File: src/hdl/bba_pkg.sv
// Shared types and codes for the buddy block allocator.
`timescale 1ns / 1ps
package bba_pkg;

  // Request kinds carried on the input tuser bit.
  localparam logic CMD_ALLOC = 1'b0;
  localparam logic CMD_FREE  = 1'b1;

  // Result status codes.
  localparam logic [2:0] ST_OK        = 3'd0;
  localparam logic [2:0] ST_BAD_SIZE  = 3'd1;
  localparam logic [2:0] ST_NO_MEM    = 3'd2;
  localparam logic [2:0] ST_BAD_ADDR  = 3'd3;
  localparam logic [2:0] ST_NOT_ALLOC = 3'd4;

  // Configuration register indexes.
  localparam logic [1:0] REG_HEAP_BASE  = 2'd0;
  localparam logic [1:0] REG_HEAP_ORDER = 2'd1;

  localparam int ADDR_W  = 48;
  localparam int SIZE_W  = 32;
  localparam int ORDER_W = 5;

  // Fixed-width part of one result.
  typedef struct packed {
    logic [ORDER_W-1:0] block_order;
    logic [ADDR_W-1:0]  alloc_addr;
    logic [2:0]         status;
  } res_t;

endpackage

File: src/hdl/bba_seq.sv
// Request sequencer: allocation search and split, free check and merge, heap clearing.
`timescale 1ns / 1ps
module bba_seq
  import bba_pkg::*;
#(
  parameter int HEAP_ORDER_MAX = 16,
  parameter int MIN_ORDER      = 5,
  parameter int HEADER_BYTES   = 16,
  localparam int GRAN_W = HEAP_ORDER_MAX - MIN_ORDER,
  localparam int NODE_W = GRAN_W + 1,
  localparam int ORD_W  = $clog2(HEAP_ORDER_MAX + 1),
  localparam int U_W    = HEAP_ORDER_MAX + 1
) (
  input  logic                 clk,
  input  logic                 rst,
  input  logic                 start_clear,
  input  logic [ORD_W-1:0]     h,
  input  logic [ADDR_W-1:0]    base,
  input  logic                 in_valid,
  output logic                 in_ready,
  input  logic                 in_cmd,
  input  logic [SIZE_W-1:0]    in_size,
  input  logic [ADDR_W-1:0]    in_ptr,
  input  logic                 out_free,
  output logic                 res_valid,
  output res_t                 res,
  output logic [U_W-1:0]       used,
  output logic                 fm_we,
  output logic [NODE_W-1:0]    fm_waddr,
  output logic                 fm_wdata,
  output logic [NODE_W-1:0]    fm_raddr,
  input  logic                 fm_rdata,
  output logic                 tg_we,
  output logic [GRAN_W-1:0]    tg_waddr,
  output logic [ORDER_W-1:0]   tg_wdata,
  output logic [GRAN_W-1:0]    tg_raddr,
  input  logic [ORDER_W-1:0]   tg_rdata
);

  localparam int CNT_W = GRAN_W + 1;
  localparam int NORD  = 2 ** ORD_W;

  localparam logic [3:0] S_IDLE   = 4'd0;
  localparam logic [3:0] S_CLEAR  = 4'd1;
  localparam logic [3:0] S_A_SIZE = 4'd2;
  localparam logic [3:0] S_A_ORD  = 4'd3;
  localparam logic [3:0] S_A_RD   = 4'd4;
  localparam logic [3:0] S_A_CHK  = 4'd5;
  localparam logic [3:0] S_SPLIT  = 4'd6;
  localparam logic [3:0] S_A_TAG  = 4'd7;
  localparam logic [3:0] S_F_ADDR = 4'd8;
  localparam logic [3:0] S_F_TAG  = 4'd9;
  localparam logic [3:0] S_M_RD   = 4'd10;
  localparam logic [3:0] S_M_CHK  = 4'd11;
  localparam logic [3:0] S_M_SET  = 4'd12;
  localparam logic [3:0] S_DONE   = 4'd13;

  logic [3:0]                state;
  logic [NODE_W-1:0]         ccnt;
  logic [NODE_W-1:0]         nidx;
  logic [ORD_W-1:0]          ord;
  logic [ORD_W-1:0]          kord;
  logic [SIZE_W-1:0]         size_q;
  logic [ADDR_W-1:0]         ptr_q;
  logic [HEAP_ORDER_MAX-1:0] blk;
  logic [CNT_W-1:0]          cnt [NORD];
  logic [U_W-1:0]            used_total;

  // Allocation sizing.
  logic [SIZE_W:0]           need;
  logic                      size_bad;
  logic [ORD_W-1:0]          k_calc;
  // Order search.
  logic                      ord_found;
  logic [ORD_W-1:0]          ord_first;
  // Address arithmetic.
  logic [NODE_W-1:0]         rel;
  logic [HEAP_ORDER_MAX-1:0] off_blk;
  logic [ADDR_W-1:0]         off48;
  logic                      off_bad;
  logic [HEAP_ORDER_MAX-1:0] blk_calc;
  logic [HEAP_ORDER_MAX-1:0] tmask;
  logic                      tag_bad;
  logic [NODE_W-1:0]         leaf_idx;
  logic [U_W-1:0]            tsize;

  assign in_ready  = (state == S_IDLE);
  assign res_valid = (state == S_DONE) && out_free;
  assign used      = used_total;

  always_comb begin
    need     = {1'b0, size_q} + (SIZE_W+1)'(HEADER_BYTES);
    size_bad = (size_q == '0) || (need > ((SIZE_W+1)'(1) << h));
    k_calc   = ORD_W'(HEAP_ORDER_MAX);
    for (int o = HEAP_ORDER_MAX - 1; o >= MIN_ORDER; o--) begin
      if (need <= ((SIZE_W+1)'(1) << o)) begin
        k_calc = ORD_W'(o);
      end
    end
  end

  always_comb begin
    ord_found = 1'b0;
    ord_first = '0;
    for (int j = NORD - 1; j >= 0; j--) begin
      if (ORD_W'(j) >= kord && ORD_W'(j) <= h && cnt[j] != '0) begin
        ord_found = 1'b1;
        ord_first = ORD_W'(j);
      end
    end
  end

  always_comb begin
    rel      = nidx - (NODE_W'(1) << (h - kord));
    off_blk  = HEAP_ORDER_MAX'(rel) << kord;
    off48    = ptr_q - base;
    off_bad  = ((off48 >> h) != '0) || (off48 < ADDR_W'(HEADER_BYTES));
    blk_calc = off48[HEAP_ORDER_MAX-1:0] - HEAP_ORDER_MAX'(HEADER_BYTES);
    tmask    = ~({HEAP_ORDER_MAX{1'b1}} << tg_rdata);
    tag_bad  = (tg_rdata < ORDER_W'(MIN_ORDER)) || (tg_rdata > ORDER_W'(h)) ||
               ((blk & tmask) != '0);
    leaf_idx = (NODE_W'(1) << (h - ORD_W'(tg_rdata))) |
               NODE_W'(blk >> tg_rdata);
    tsize    = U_W'(1) << kord;
  end

  // Memory port control.
  always_comb begin
    fm_we    = 1'b0;
    fm_waddr = nidx;
    fm_wdata = 1'b0;
    fm_raddr = nidx;
    tg_we    = 1'b0;
    tg_waddr = blk[HEAP_ORDER_MAX-1:MIN_ORDER];
    tg_wdata = '0;
    tg_raddr = blk_calc[HEAP_ORDER_MAX-1:MIN_ORDER];
    unique case (state)
      S_CLEAR: begin
        fm_we    = 1'b1;
        fm_waddr = ccnt;
        fm_wdata = (ccnt == NODE_W'(1));
        tg_we    = ~ccnt[NODE_W-1];
        tg_waddr = ccnt[GRAN_W-1:0];
      end
      S_A_CHK: begin
        fm_we = fm_rdata;
      end
      S_SPLIT: begin
        fm_we    = 1'b1;
        fm_waddr = {nidx[NODE_W-2:0], 1'b1};
        fm_wdata = 1'b1;
      end
      S_A_TAG: begin
        tg_we    = 1'b1;
        tg_waddr = off_blk[HEAP_ORDER_MAX-1:MIN_ORDER];
        tg_wdata = ORDER_W'(kord);
      end
      S_F_TAG: begin
        tg_we = ~tag_bad;
      end
      S_M_RD: begin
        fm_raddr = nidx ^ NODE_W'(1);
      end
      S_M_CHK: begin
        fm_we    = fm_rdata;
        fm_waddr = nidx ^ NODE_W'(1);
      end
      S_M_SET: begin
        fm_we    = 1'b1;
        fm_wdata = 1'b1;
      end
      default: begin
      end
    endcase
  end

  always_ff @(posedge clk) begin
    if (rst) begin
      state      <= S_CLEAR;
      ccnt       <= '0;
      used_total <= '0;
      for (int j = 0; j < NORD; j++) begin
        cnt[j] <= '0;
      end
    end else if (start_clear) begin
      state <= S_CLEAR;
      ccnt  <= '0;
    end else begin
      unique case (state)
        S_IDLE: begin
          if (in_valid) begin
            size_q <= in_size;
            ptr_q  <= in_ptr;
            state  <= (in_cmd == CMD_FREE) ? S_F_ADDR : S_A_SIZE;
          end
        end
        S_CLEAR: begin
          ccnt <= ccnt + NODE_W'(1);
          if (ccnt == {NODE_W{1'b1}}) begin
            for (int j = 0; j < NORD; j++) begin
              cnt[j] <= (ORD_W'(j) == h) ? CNT_W'(1) : '0;
            end
            used_total <= '0;
            state      <= S_IDLE;
          end
        end
        S_A_SIZE: begin
          kord <= k_calc;
          if (size_bad) begin
            res   <= '{block_order: '0, alloc_addr: '0, status: ST_BAD_SIZE};
            state <= S_DONE;
          end else begin
            state <= S_A_ORD;
          end
        end
        S_A_ORD: begin
          if (ord_found) begin
            ord   <= ord_first;
            nidx  <= NODE_W'(1) << (h - ord_first);
            state <= S_A_RD;
          end else begin
            res   <= '{block_order: '0, alloc_addr: '0, status: ST_NO_MEM};
            state <= S_DONE;
          end
        end
        S_A_RD: begin
          state <= S_A_CHK;
        end
        S_A_CHK: begin
          if (fm_rdata) begin
            cnt[ord] <= cnt[ord] - CNT_W'(1);
            state    <= (ord > kord) ? S_SPLIT : S_A_TAG;
          end else begin
            nidx  <= nidx + NODE_W'(1);
            state <= S_A_RD;
          end
        end
        S_SPLIT: begin
          cnt[ord - ORD_W'(1)] <= cnt[ord - ORD_W'(1)] + CNT_W'(1);
          ord  <= ord - ORD_W'(1);
          nidx <= {nidx[NODE_W-2:0], 1'b0};
          if (ord - ORD_W'(1) == kord) begin
            state <= S_A_TAG;
          end
        end
        S_A_TAG: begin
          used_total <= used_total + tsize;
          res <= '{block_order: ORDER_W'(kord),
                   alloc_addr:  base + ADDR_W'(off_blk) + ADDR_W'(HEADER_BYTES),
                   status:      ST_OK};
          state <= S_DONE;
        end
        S_F_ADDR: begin
          blk <= blk_calc;
          if (off_bad) begin
            res   <= '{block_order: '0, alloc_addr: '0, status: ST_BAD_ADDR};
            state <= S_DONE;
          end else if (blk_calc[MIN_ORDER-1:0] != '0) begin
            res   <= '{block_order: '0, alloc_addr: '0, status: ST_NOT_ALLOC};
            state <= S_DONE;
          end else begin
            state <= S_F_TAG;
          end
        end
        S_F_TAG: begin
          if (tag_bad) begin
            res   <= '{block_order: '0, alloc_addr: '0, status: ST_NOT_ALLOC};
            state <= S_DONE;
          end else begin
            kord  <= ORD_W'(tg_rdata);
            ord   <= ORD_W'(tg_rdata);
            nidx  <= leaf_idx;
            state <= S_M_RD;
          end
        end
        S_M_RD: begin
          state <= (ord < h) ? S_M_CHK : S_M_SET;
        end
        S_M_CHK: begin
          if (fm_rdata) begin
            cnt[ord] <= cnt[ord] - CNT_W'(1);
            nidx     <= nidx >> 1;
            ord      <= ord + ORD_W'(1);
            state    <= S_M_RD;
          end else begin
            state <= S_M_SET;
          end
        end
        S_M_SET: begin
          cnt[ord]   <= cnt[ord] + CNT_W'(1);
          used_total <= (used_total >= tsize) ? used_total - tsize : '0;
          res <= '{block_order: ORDER_W'(kord), alloc_addr: '0, status: ST_OK};
          state <= S_DONE;
        end
        S_DONE: begin
          if (out_free) begin
            state <= S_IDLE;
          end
        end
        default: begin
          state <= S_IDLE;
        end
      endcase
    end
  end

endmodule

File: config.mk
export PLATFORM = sky130hd
export DESIGN_NAME = bba_seq
export DESIGN_NICKNAME = d
export VERILOG_FILES = /design/src/hdl/bba_pkg.sv /design/src/hdl/bba_seq.sv
export SDC_FILE = /design/constraint.sdc
export NUM_CORES = 2
export LEC_CHECK = 0
export CORE_MARGIN = 2
export CORE_UTILIZATION = 60
export DETAILED_ROUTE_END_ITERATION = 8
export DONT_BUFFER_PORTS = 1
export PLACE_DENSITY = 0.76
export SLEW_MARGIN = 20
export SYNTH_ARGS = -nofsm -noshare
export SYNTH_HDL_FRONTEND = slang
export SYNTH_SLANG_ARGS = --single-unit
File: constraint.sdc
create_clock -name clk -period 17.4 [get_ports clk]
set_clock_uncertainty 0.2 [all_clocks]
set_input_delay 1.74 -clock clk [delete_from_list [all_inputs] [get_ports clk]]
set_output_delay 1.74 -clock clk [all_outputs]
set_load 0.02 [all_outputs]
==> impl_results.md <==
* # rows at 101
* Commonest cells in the synthesized netlist: 657 x nor2_1, 558 x edfxtp_1, 411 x nand2_1, 241 x mux4_2, 219 x clkbuf_1
* Most frequent cell after synthesis: nor2_1
* Final number of hold-violating endpoints at 0
* Final ANT Viol Nets at 0
* CTS-repair resized insts at 0
* Initial antenna violation count at 8
* Cell taking the most area after synthesis: edfxtp_1
* Slowest CP cell: a21oi_1
* Cts bufs inserted at 67
* Drc violations at 0
* Post-Route WL at 160 mm
* Max-cap violations at 0
* Post-Synthesis Cell Area at 45500 sq um
* Vias in the first global route at 37100
* Slew @ Worst Pin at 1.24 ns
* Share of cells above drive strength 1 at 0.119
* GRT overflow at 0
* CTS Hold Bufs at 0
* Unrepaired setup endpoints after global routing: no
* Status: complete, no violations
* Layout fillers at 5966
* Crit-path max cell delay at 0.48 ns
* Vias at 40600
* Die W at 279 um
* Gr usage total at 0.403
* Met3 usage at 0.145
* Synth top area share at 0.368
* Pwr Density at 73.5 nW/um^2
* Post-CTS setup buffer count at 0
* Initial Utilization at 0.602
* YS warnings at 0
* Top cells by area, synth: edfxtp_1 37%, mux4_2 12%, nor2_1 5.4%
* Area Overhead vs Synth at 5.94%
* Fin cells at 5467
* Post-synth EDFFs at 558
* Peak fanout along the critical path at 55
* Relative slew slack at 0.167
* Final WS setup at 8.35 ns
* Core box area at 75600 sq um
* Hold Path Class: reg2reg
* Nets@finish at 4786
* 1st-iter DRT viols at 6718
* PortBufs at 0
* CP Launch Type: primary input
* Die ar. at 78100 sq um
* Distinct cells, synth at 109
* Fin Setup TNS at 0 ns
* Arrival time at the worst endpoint at 9.21 ns
* Crit. End Element: flip-flop
* DP Worst Slack at 7.85 ns
* GPL Wtd Cong at 1.01
* Final Critical Period at 9.05 ns
* Final setup fails at 0
* IO Pins at 274
* Leak Pwr at 17.4 nW
* H-tree Lvls at 3
* Grt met2 use at 0.578
* Yosys reg bits at 596
* Cell chosen for the clock root: clkbuf_16
* CP Class: in2reg
* Most used cell, CP: a21oi_1
* Top_reg_cell synth: edfxtp_1
* Placed Instances at 5344
* Drt wl/cell at 29.2 um
* Mapped Cells at 4627
* Largest net degree at the start of global routing at 107
* Worst-Skew Late Latency at 0.65 ns
* Syn Area/Cell at 9.84 sq um
* Final Slew Violations at 0
* Dpl hpwl at 118 mm
* Most Used Layer, Global Route: met2
* Asr flop ratio synth at 0
* Die Span Y at 279 um
* Reg clk slew, reported paths at 0.06 ns
* Worst ir drop on vdd at 0.119 mV
* CTS tree: done
* Sequential area share after synthesis at 0.385
* Vias per cell at 7.42
* Clock tree buffer depth at 3
* First-pass GRT wire length at 238 mm
* FMAX at 110 MHz
* Req. time, crit path at 17.56 ns
* Met1 Resource Use GR at 0.546
* Post-synth net total at 4978
* Sink Count at 596
* Drt pass-1 iters at 7
* Fin crit share at 0.520
==> per-stage QoR <==
step	instance area (sq um)	hold slack [ns]	util	power, mW
after floorplan	45500	0.297	-	1.93
after global placement	46000	0.349	0.608	2.05
after detailed placement	46000	0.357	0.608	2.05
after CTS	48200	0.364	0.638	3.51
after global routing	48200	0.425	0.638	3.61
final	48200	0.382	0.638	3.54
==> per-layer routing <==
| metal | up-vias | part of all wire |
|---|---|---|
| li1 | 17300 | - |
| met1 | 19400 | 0.36 |
| met2 | 3405 | 0.42 |
| met3 | 540 | 0.16 |
| met4 | 12 | 0.057 |
| met5 | - | 0.00059 |
==> final cells by class <==
type / instances / area, sq um / share of cell area
Sequential cell: 596 / 17500 / 0.363
Antenna cell: 3 / 7.51 / 0.000156
Timing Repair Buffer: 62 / 478 / 0.00991
Clock inverter: 43 / 503 / 0.0104
Multi-Input combinational cell: 3531 / 26100 / 0.541
Tap cell: 978 / 1220 / 0.0254
Clock buffer: 77 / 1760 / 0.0364
Inverter: 177 / 664 / 0.0138
==> registers in the layout (all words and copies together), names as in the netlist, named ones only <==
register / flops
cnt: 384
nidx: 12
ord: 5
ptr_q: 48
kord: 5
blk: 16
used: 17
ccnt: 12
state: 4
res: 56
size_q: 32
==> cells in the final DEF (no fill, tap or decap), types with 24 or more instances in the layout <==
cell / Yosys / layout
a211oi_1: 50 / 49
a21o_1: 70 / 70
a21oi_1: 211 / 208
a22oi_1: 26 / 26
a31oi_1: 40 / 39
and2_1: 37 / 37
and3_1: 41 / 40
buf_4: 30 / 61
clkbuf_16: 0 / 68
dfxtp_1: 38 / 36
edfxtp_1: 558 / 558
ha_1: 197 / 196
inv_1: 171 / 171
mux2_2: 29 / 29
mux2i_1: 53 / 53
mux4_2: 241 / 241
nand2_1: 411 / 411
nand2b_1: 25 / 25
nand3_1: 156 / 155
nand4_1: 71 / 71
nor2_1: 657 / 654
nor2b_1: 37 / 37
nor3_1: 121 / 120
nor4_1: 130 / 130
o211ai_1: 32 / 32
o21a_1: 29 / 29
o21ai_0: 168 / 168
o22ai_1: 40 / 40
or2_2: 24 / 24
or3_1: 46 / 46
xnor2_1: 116 / 114
xor2_1: 50 / 50
==> where the power goes <==
part / internal [mW] / switching (mW) / total [mW]
sequential: 1.59 / 0.0318 / 1.63
clock: 0.865 / 0.630 / 1.50
combinational: 0.138 / 0.283 / 0.420
==> cell families after synthesis <==
kind of cell | Yosys count | synth area share
AO/OA/AOI/OAI | 981 | 0.148
XOR/XNOR | 168 | 0.0326
adder cells (fa/ha/maj) | 208 | 0.0585
buffers and inverters | 500 | 0.0455
flip-flops | 596 | 0.385
multiplexers | 323 | 0.138
AND/OR/NAND/NOR | 1851 | 0.192
==> path summary, 6_finish.rpt <==
| kind | from | end | slack (ns) | depth (start not counted) |
|---|---|---|---|---|
| min | ccnt[1] | ccnt[1] | 0.38 | 2 |
| min reg2reg | ccnt[1] | ccnt[1] | 0.38 | 2 |
| max reg2reg | kord[1] | res[28] | 8.47 | 32 |
| max | h[0] | res[28] | 8.35 | 33 |
==> critical path: cells and delay by family <==
kind	cells	cell delay [ns]
compound gates	13	3.13
simple gates	7	1.46
xor+xnor	3	0.46
buf+inv	3	0.23
mux	1	0.34
fa+ha+maj	6	1.80
No activity file was read; power rests on OpenSTA's default activity.
